<file path="src/rtl/core/assm_pkg.sv">
`timescale 1ns / 1ps

package assm_pkg;

  localparam int CHANNELS    = 8;
  localparam int SAMPLE_BITS = 24;
  localparam int COEFF_BITS  = 16;
  localparam int CHAN_BITS   = 3;
  localparam int CH_IDX_BITS = (CHANNELS > 1) ? $clog2(CHANNELS) : 1;

  localparam int CFG_IDX_BITS  = 1;
  localparam int CFG_DATA_BITS = COEFF_BITS;

  localparam int QUEUE_DEPTH = 2;
  localparam int QPTR_BITS   = (QUEUE_DEPTH > 1) ? $clog2(QUEUE_DEPTH) : 1;
  localparam int QCNT_BITS   = $clog2(QUEUE_DEPTH + 1);

  // alpha (zero-extended) times the widened difference
  localparam int DIFF_BITS = SAMPLE_BITS + 1;
  localparam int PROD_BITS = DIFF_BITS + COEFF_BITS + 1;
  localparam logic signed [PROD_BITS-1:0] ROUND_HALF =
    PROD_BITS'(1) << (COEFF_BITS - 1);

  typedef enum logic [CFG_IDX_BITS-1:0] {
    CFG_RISE_COEFF = 1'b0,
    CFG_FALL_COEFF = 1'b1
  } cfg_reg_t;

  typedef logic [CHAN_BITS-1:0]          chan_t;
  typedef logic signed [SAMPLE_BITS-1:0] sample_t;
  typedef logic [COEFF_BITS-1:0]         coeff_t;

  typedef struct packed {
    chan_t   channel;
    sample_t sample;
    logic    in_range;
  } qentry_t;

  typedef struct packed {
    logic    valid;
    qentry_t entry;
  } qreq_t;

endpackage

</file>
<file path="src/rtl/core/assm_queue.sv">
`timescale 1ns / 1ps

module assm_queue import assm_pkg::*; (
  input  logic  clk,
  input  logic  rst_n,
  input  qreq_t push,
  output logic  full,
  output qreq_t head,
  input  logic  pop
);

  qentry_t              mem_r [QUEUE_DEPTH];
  logic [QPTR_BITS-1:0] wr_ptr_r, wr_ptr_nxt;
  logic [QPTR_BITS-1:0] rd_ptr_r, rd_ptr_nxt;
  logic [QCNT_BITS-1:0] count_r, count_nxt;
  logic                 do_push, do_pop;

  assign full       = (count_r == QCNT_BITS'(QUEUE_DEPTH));
  assign head.valid = (count_r != '0);
  assign head.entry = mem_r[rd_ptr_r];

  assign do_push = push.valid && !full;
  assign do_pop  = pop && head.valid;

  always_comb begin
    wr_ptr_nxt = wr_ptr_r;
    rd_ptr_nxt = rd_ptr_r;
    count_nxt  = count_r;
    if (do_push) begin
      wr_ptr_nxt = (wr_ptr_r == QPTR_BITS'(QUEUE_DEPTH - 1)) ? '0 : wr_ptr_r + 1'b1;
    end
    if (do_pop) begin
      rd_ptr_nxt = (rd_ptr_r == QPTR_BITS'(QUEUE_DEPTH - 1)) ? '0 : rd_ptr_r + 1'b1;
    end
    if (do_push && !do_pop) begin
      count_nxt = count_r + 1'b1;
    end else if (do_pop && !do_push) begin
      count_nxt = count_r - 1'b1;
    end
  end

  always_ff @(posedge clk) begin
    if (!rst_n) begin
      wr_ptr_r <= '0;
      rd_ptr_r <= '0;
      count_r  <= '0;
    end else begin
      wr_ptr_r <= wr_ptr_nxt;
      rd_ptr_r <= rd_ptr_nxt;
      count_r  <= count_nxt;
    end
  end

  always_ff @(posedge clk) begin
    if (do_push) begin
      mem_r[wr_ptr_r] <= push.entry;
    end
  end

endmodule

</file>
<file path="config.mk">
export PLATFORM = sky130hd
export DESIGN_NAME = assm_queue
export DESIGN_NICKNAME = d
export VERILOG_FILES = /design/src/rtl/core/assm_pkg.sv /design/src/rtl/core/assm_queue.sv
export SDC_FILE = /design/constraint.sdc
export NUM_CORES = 1
export LEC_CHECK = 0
export BUFFER_PORTS_ARGS = -buffer_cell sky130_fd_sc_hd__buf_2
export CORE_AREA = 4 4 76 78
export CTS_BUF_LIST = sky130_fd_sc_hd__clkbuf_4
export DETAILED_ROUTE_END_ITERATION = 7
export DIE_AREA = 0 0 80 82
export GPL_ROUTABILITY_DRIVEN = 0
export PLACE_DENSITY = 0.69
export SETUP_SLACK_MARGIN = 0.2
export SYNTH_ARGS = -nofsm -noshare
export SYNTH_HDL_FRONTEND = slang
export SYNTH_SLANG_ARGS = --single-unit
</file>
<file path="constraint.sdc">
create_clock -name clk -period 3.65 [get_ports clk]
set_clock_uncertainty 0.15 [all_clocks]
set_input_delay 0.1825 -clock clk [delete_from_list [all_inputs] [get_ports clk]]
set_output_delay 0.1825 -clock clk [all_outputs]
set_load 0.005 [all_outputs]
</file>
## After elaboration in Yosys (flattened, before gate mapping)

Memory sizes are Yosys's and may differ from the RTL's. A register that Yosys moved wholly into a read port is not among the register bits.
Index checks and enable logic that the tools add are counted.
Widths: inputs -> output; s select.

- Bits in registers: 4
- Latch bits: 0
- Bits in writable memories: 56
- ROM bits: 0
- Input bits: 32
- Output and inout bits: 30
- Logic and storage cells: 26
- Memories: 1

- Add/sub/neg operators: 4
- Multiply operators: 0
- Divide/modulo/power cells: 0
- $lt $le $gt $ge: 0
- Eq/ne operators: 1
- Shifts and indexed selects: 0
- Mux-type cells: 8
- Bitwise gates (word level): 0
- Reduce and logical (&&, ||, !) cells: 9

Memories:

| name | depth | width | rd ports | clocked after Yosys merged registers in | write ports | line | source |
|---|---|---|---|---|---|---|---|
| mem_r | 2 | 28 | 1 | 1 | 1 | assm_queue.sv:12 | `qentry_t mem_r [QUEUE_DEPTH];` |

Operator list:

| cell | number |
|---|---|
| $mux 1 | 6 |
| $logic_and 1x1->1 | 4 |
| $mux 2 | 2 |
| $reduce_bool 2->1 | 2 |
| $logic_not 1->1 | 3 |
| $add 1x1->1 const B | 2 |
| $add 2x1->2 const B | 1 |
| $eq 2x2->1 const B | 1 |
| $sub 2x1->2 const B | 1 |

## Logic depth before layout (Yosys ltp)

Gate-level depths: netlist of the first run.

- Word-level depth: 7
- Depth in mapped cells: 7
- Depth with buffers taken out: 7

## Worst setup path before layout of the first run

OpenSTA, ideal clock, no wires.

- Kind: register -> register
- From: register count_r[0]
- To: memory mem_r[0][0] in the netlist's numbering, enable pin
- Library setup time: 0.410 ns
- Data arrival time: 1.723 ns
- Data required time: 3.090 ns
- Path slack: 1.367 ns
- Stages on the path, launching flop included: 4
- Buffers on the path: 0
- Clock period less this slack: 2.283 ns
- Path through: dfxtp_1 -> nand2b_1 -> inv_2 -> nor3_2

- Word-level cells in the longest chain between the ends: 5

Ends and longest elaborated chain:

| element | line | source |
|---|---|---|
| from (decl) | assm_queue.sv:15 | `logic [QCNT_BITS-1:0] count_r, count_nxt;` |
| from (signal assigned) | assm_queue.sv:50 | `count_r <= count_nxt;` |
| $eq 2x2->1 | assm_queue.sv:18 | `assign full = (count_r == QCNT_BITS'(QUEUE_DEPTH));` |
| net full | assm_queue.sv:7 | `output logic full,` |
| $logic_not 1->1 | assm_queue.sv:22 | `assign do_push = push.valid && !full;` |
| $logic_and 1x1->1 | assm_queue.sv:22 |  |
| $mux 1 | assm_queue.sv:55 | `if (do_push) begin` |
| $mux 1 (not written as such) | assm_queue.sv:56 | `mem_r[wr_ptr_r] <= push.entry;` |
| to (decl) | assm_queue.sv:12 |  |

The timed path passes the listed nets, and every way through them passes these cells.

==> summary.md, run 1 <==
| Metric | Value |
|---|---|
| Outcome | completed |
| Post-synthesis sequential area ratio | 0.791 |
| Warnings from Yosys | 0 |
| Register cell area after layout | 1780 um2 |
| Row cnt | 26 |
| Area of the multi-input gates | ~450 um2 |
| Routed length on met2 | 2090 um |
| Routed wire per std cell | ~15 um |
| Highest metal layer with signal wires | met4 |
| Port buffer count | 61 |
| Final hold violations | 0 |
| Count of buffer and inverter cells on the critical path | 1 |
| Startpoint class of the critical path | flop |
| Post-CTS sizing | 0 |
| Initial DRC Count | 57 |
| GR Util All Layers | 0.140 |
| Number of antenna violations at the first check in global routing | 0 |
| Number of H-tree levels | 3 |
| Die Outline Area | 6560 um2 |
| Buffers from clock root to sink, at most | 2 |
| Final layout net count | ~250 |
| Peak Freq | ~420 MHz |
| Yosys top cell area share | 0.746 |
| HP Class | in2reg |
| Largest area contributor in the netlist | edfxtp_1 |
| Buffer cell driving the clock tree root | clkbuf_4 |
| RSZ-0062 raised after global routing | false |
| Cell family with most CP delay | flip-flops |
| Diodes inserted | 0 |
| Post-synth net total | about 150 |
| ANT nets after route | 0 |
| Power, Total | roughly 1.8 mW |
| Req. time, crit path | about 3300 ps |
| Clk Latency, worst-skew pair | between 300 and 400 ps |
| Largest fanout on the critical path | 28 |
| Number of top-level pins | 62 |
| Die boundary height | approximately 82 um |
| Global route overflow | 0 |
| Setup Crit Path Kind | reg2out |
| Number of violations of the max-capacitance limit | 0 |
| Critical path, cell by cell | mux2_2, buf_2 |
| Crit. End Element | output port |
| Post-detailed-placement half-perimeter wirelength | roughly 2800 um |
| Setup violations, final | 0 |
| Share of async-settable or async-resettable flops after synthesis | 0 |
| Yosys reg bits | 61 |
| List of most frequent post-synthesis cells | 56 x edfxtp_1, 28 x mux2_2, 5 x dfxtp_1, 3 x and2_1 |
| Cell variety after synth | 22 |
| Post-CTS clock slew at the launch and capture registers of the worst setup and hold paths | 90 ps |
| Max incr delay on CP | 1130 ps |
| Area added between synthesis and finish | 36.3% |
| Static Leakage | roughly 1.2 nW |
| Share of post-route cells with drive strength above 1 | 0.502 |
| Total detailed-routing wirelength | roughly 4300 um |
| Wire length of the first global-routing pass | ~6700 um |
| Maximum number of pins on one net before global-route repair | 29 |
| Number of vias per cell | between 4 and 5 |
| Data arrival, critical path | a little over 2000 ps |
| Number of buffers created by CTS | 9 |
| Clock sink total | a little over 60 |
| Wl on met1 | 1800 um |
| Number of enable-type register cells in the synthesized netlist | 56 |
| Final clock period utilization by the worst path | 0.658 |
| Die width | about 80 um |
| Met3 wire len | between 200 and 300 um |
| Number of standard cells after synthesis | 112 |
| Synthesized area per cell | 20.1 um2 |
| TritonCTS clock tree | yes |
| Crit path time final | around 2400 ps |
| Core area | 5070 um2 |
| Largest cells by area after synthesis | edfxtp_1 75%, mux2_2 14%, dfxtp_1 4.4% |
| Post-synth top flop | edfxtp_1 |
| Sum of negative setup slack | 0 ps |
| Starting Density | 0.444 |
| Fill cells | approximately 430 |
| Number of max-slew violations in the final report | 0 |
| Most frequently used cell type in the post-synthesis netlist | edfxtp_1 |
| Post-Syn Area | between 2000 and 2500 um2 |
| Detailed-route DRC error count | 0 |
| Via count of the first global-routing pass | 1440 |
| Standard cell with the maximum stage delay on the critical path | dfxtp_1 |
| Measured slew at the worst slew-check pin | between 1000 and 1500 ps |
| VDD IR max | roughly 0.45 mV |
| Power per unit of standard cell area | around 600 nW/um2 |
| Count of vias placed by the detailed router | roughly 1300 |
| Remaining max-slew budget at the tightest pin | 0.201 |
| Pre-Repair DR Iteration Count | 6 |
-- power by group --
part	switching, mW	internal (mW)
Combinational	0.187	0.262
Sequential	0.0734	0.880
Clock	0.226	0.220
Total	0.486	1.36
-- tightest hold or removal path, cell delays in order --
cell and delay, ps:
buf_2 100, a21boi_0 80, o21a_1 160
-- layout by cell type, fill, tap and decap left out, types with 2 or more instances in the layout --
master	synthesis	routed
edfxtp_1	56	56
buf_2	1	61
clkinv_2	0	2
mux2_2	28	28
and2_1	3	3
xnor2_1	2	2
clkbuf_4	0	11
dfxtp_1	5	5
dlygate4sd3_1	0	29
buf_4	2	2
-- repair_timing --
action	CTS	global route
hold buffers	29	0
buffers inserted	0	0
endpoints found under the hold margin	61	0
-- flip-flops by register name, summed over array words and instances, names as in the netlist, named ones only --
register  cells
count_r       2
mem_r        56
rd_ptr_r      1
wr_ptr_r      1
-- final cells by class --
cell class / count / share of cell area
flip-flops and latches: 61 / 0.580
multi-input cells: 46 / 0.147
well taps: 70 / 0.0285
repair buffers: 92 / 0.199
clock buffers: 11 / 0.0269
clock inverters: 5 / 0.0167
inverters: 2 / 0.00244
-- cell families (layout without fill, tap and decap cells) --
| kind of cell | count (synthesis) | in the layout | synth area share |
|---|---|---|---|
| xor+xnor | 3 | 3 | 0.0117 |
| fa+ha+maj | 1 | 1 | 0.00555 |
| simple gates | 9 | 9 | 0.0255 |
| flops | 61 | 61 | 0.791 |
| compound gates | 5 | 5 | 0.0144 |
| buf+inv | 5 | 110 | 0.0122 |
| mux | 28 | 28 | 0.140 |
-- layer usage --
layer  up-vias  track usage
li1        631            -
met1       617        0.160
met2        48        0.233
met3        10       0.0482
met4         0       0.0777
met5         -            0
-- path summary, 6_finish.rpt --
kind | end | start | slack, ps | cells past startpoint
worst max-delay path | head[8] | flop | 1250 | 2
worst min-delay path | wr_ptr_r$_SDFFE_PN0N_ | push[28] | 40 | 3
worst max register to register | mem_r[0][20]$_DFFE_PP_ | count_r[0]$_SDFFE_PN0P_ | 1620 | 4
worst min register to register | count_r[1]$_SDFFE_PN0P_ | count_r[1]$_SDFFE_PN0P_ | 390 | 2
-- stage by stage --
step	util	hold slack, ps	area [um2]	setup slack (ps)	std cells
2_1_floorplan	-	131	2250	1370	112
3_3_place_gp	0.522	221	2650	1630	242
3_5_place_dp	0.522	227	2650	1620	242
4_1_cts	0.605	23.9	3070	1180	287
5_1_grt	0.605	56.3	3070	1100	287
6_report	0.605	43.5	3070	1250	287
Note: power is estimated with default switching activity, not from simulation.
==> run 2, diff against run 1 <==
--- a/config.mk
+++ b/config.mk
@@ -11,7 +11,7 @@
 export DETAILED_ROUTE_END_ITERATION = 7
 export DIE_AREA = 0 0 80 82
 export GPL_ROUTABILITY_DRIVEN = 0
-export PLACE_DENSITY = 0.69
+export PLACE_DENSITY = 0.72
 export SETUP_SLACK_MARGIN = 0.2
 export SYNTH_ARGS = -nofsm -noshare
 export SYNTH_HDL_FRONTEND = slang
==> constraint.sdc (replaced) <==
create_clock -name clk -period 2.2 [get_ports clk]
set_clock_uncertainty 0.15 [all_clocks]
set_input_delay 0.11 -clock clk [delete_from_list [all_inputs] [get_ports clk]]
set_output_delay 0.11 -clock clk [all_outputs]
set_load 0.005 [all_outputs]
==> run 2 against run 1 <==
Compared with the run above:
- wire length down 3.0%
- core utilization up 0.71 points
- die area unchanged
- via count up 2.1%
- design area up 1.2%
- clock power up 65%
- critical endpoint is now head[22]
- critical path depth up 1
- setup slack worse by 900 ps
- worst hold slack better by 34 ps
- cell count up 1.4%
- sequential share of layout area down 0.68 points
==> summary.md, run 2 (synthesis results as in run 1) <==
| Metric | Value |
|---|---|
| ANT nets after route | 0 (unchanged) |
| Crit. End Element | output port |
| RSZ-0062 raised after global routing | false |
| Die Outline Area | 6560 um2 (unchanged) |
| Area added between synthesis and finish | 37.9% |
| Core area | 5070 um2 (unchanged) |
| Setup Crit Path Kind | reg2out |
| Buffers from clock root to sink, at most | 2 (unchanged) |
| Number of violations of the max-capacitance limit | 0 (unchanged) |
| Pre-Repair DR Iteration Count | 4 (-2) |
| Buffer cell driving the clock tree root | clkbuf_4 |
| Final layout net count | 249 (+1.6%) |
| Highest metal layer with signal wires | met4 |
| Sum of negative setup slack | 0 ps (unchanged) |
| Total detailed-routing wirelength | 4130 um (-3.0%) |
| Req. time, crit path | 1940 ps (-1380 ps) |
| Initial DRC Count | 66 (+16%) |
| HP Class | in2reg |
| Via count of the first global-routing pass | 1441 (+0.069%) |
| Peak Freq | approximately 540 MHz |
| Proportion of power drawn by the clock network | 0.238 (-0.003) |
| Clock sink total | 61 (unchanged) |
| Number of vias per cell | 4.58 (+0.74%) |
| Startpoint class of the critical path | flop |
| TritonCTS clock tree | yes |
| Clk Latency, worst-skew pair | 380 ps (about the same) |
| Fraction of power consumed by sequential logic | 0.493 (-0.023) |
| Power per unit of standard cell area | 995 nW/um2 (+65%) |
| Share of post-route cells with drive strength above 1 | 0.507 (+0.00448) |
| Largest fanout on the critical path | 25 (-11%) |
| Number of max-slew violations in the final report | 0 (unchanged) |
| Post-detailed-placement half-perimeter wirelength | 2820 um (+0.86%) |
| GR Util All Layers | 0.139 (-0.000915) |
| Crit path time final | approximately 1900 ps |
| Number of top-level pins | 62 (unchanged) |
| Power Internal | 2.28 mW (+67%) |
| Largest registers | mem_r: 56 flops, count_r: 2 flops |
| Number of antenna violations at the first check in global routing | 0 (unchanged) |
| Diodes inserted | 0 (unchanged) |
| Final hold violations | 0 (unchanged) |
| Final clock period utilization by the worst path | 0.841 |
| Starting Density | 0.444 (unchanged) |
| Die width | 80 um (unchanged) |
| Commonest non-fill, non-tap cells in the layout | 61 x buf_2, 56 x edfxtp_1, 30 x dlygate4sd3_1 |
| Measured slew at the worst slew-check pin | 246 ps (-950 ps) |
| Met3 wire len | 288 um (+4.0%) |
| Die boundary height | 82 um (unchanged) |
| Detailed-route DRC error count | 0 (unchanged) |
| Comb power frac | 0.269 (+0.026) |
| Global route overflow | 0 (unchanged) |
| Final core utilization | 0.612 (+0.00715) |
| Wl on met1 | 1660 um (-7.4%) |
| Maximum number of pins on one net before global-route repair | 26 (-10%) |
| Switching Fraction | 0.263 (about the same) |
| Number of buffers created by CTS | 9 (unchanged) |
| Count of vias placed by the detailed router | 1334 (+2.1%) |
| Flip-flop count of the largest register, all copies and words added | 56 (unchanged) |
| Routed wire per std cell | 14.2 um (-4.4%) |
| Number of H-tree levels | 3 (unchanged) |
| Leading cell type in the layout, fill and taps excluded | buf_2 |
| Setup Buffers After CTS | 0 (unchanged) |
| Wire length of the first global-routing pass | 6580 um (-1.5%) |
| Outcome | completed |
| Static Leakage | 1.20 nW (+1.8%) |
| VDD IR max | 0.474 mV (+4.9%) |
| Remaining max-slew budget at the tightest pin | 0.836 (+0.635) |
| Row cnt | 26 (unchanged) |
| Setup violations, final | 0 (unchanged) |
| Routed length on met2 | 2110 um (+0.91%) |
| Net load switching power | 814 uW (+67%) |
| Data arrival, critical path | 1590 ps (-480 ps) |
| Port buffer count | 61 (unchanged) |
| Register with the most flip-flops | mem_r |
| Post-CTS clock slew at the launch and capture registers of the worst setup and hold paths | 90 ps (about the same) |
[run 2: cell types whose count changed in the layout (fill, tap and decap cells not counted), sizes merged]
cell,before,now
buf,63,66
dlygate4sd3,29,30
[run 2: path summary, 6_finish.rpt]
path / start / end / slack, ps / depth (start not counted)
min: pop / flop / 80 / 4
max reg2reg: count_r[0]$_SDFFE_PN0P_ / count_r[1]$_SDFFE_PN0P_ / 360 / 6
max: flop / head[22] / 350 / 3
min reg2reg: count_r[1]$_SDFFE_PN0P_ / count_r[1]$_SDFFE_PN0P_ / 420 / 2
[run 2: critical path, stage by stage, from the launching register on]
cell     delay [ps]
dfxtp_1         430
buf_6           270
mux2_2          380
buf_2           130
[run 2: per-stage QoR]
| stage | hold WS [ps] | cell area (um2) | cells | worst slack, ps | power [mW] |
|---|---|---|---|---|---|
| 2_1_floorplan | 58.9 | 2260 | 112 | 341 | 2.02 |
| 3_5_place_dp | 152 | 2670 | 245 | 408 | 2.35 |
| 4_1_cts | 47.3 | 3100 | 291 | 226 | 3.13 |
| 3_3_place_gp | 148 | 2670 | 245 | 577 | 2.31 |
| 6_report | 77.5 | 3110 | 291 | 350 | 3.09 |
| 5_1_grt | 77.0 | 3110 | 291 | 221 | 3.30 |
[run 2: layout make-up]
cell class / count / area (um2)
Fill cell: 409 / 1970
Tap cell: 70 / 87.6
Multi-Input combinational cell: 46 / 450
Clock inverter: 5 / 51.3
Timing Repair Buffer: 96 / 647
Inverter: 2 / 7.51
Clock buffer: 11 / 82.6
Sequential cell: 61 / 1780
[run 2: timing repair]
item	CTS	global route
endpoints found under the hold margin	61	0
gates resized for setup	0	1
setup endpoints to repair	0	25
hold buffers	30	0
[run 2: power by group through the flow]
| stage | Clock [mW] | Combinational, mW | Sequential, mW |
|---|---|---|---|
| after floorplan | 0 | 0.496 | 1.53 |
| final | 0.736 | 0.833 | 1.52 |
| after global placement | 0 | 0.774 | 1.53 |
| after global routing | 0.840 | 0.925 | 1.54 |
| after detailed placement | 0 | 0.802 | 1.55 |
| after CTS | 0.761 | 0.848 | 1.52 |
[run 2: metal layers]
metal	vias up	GRT usage
li1	640	-
met1	635	0.155
met2	53	0.230
met3	6	0.0482
met4	0	0.0861
met5	-	0
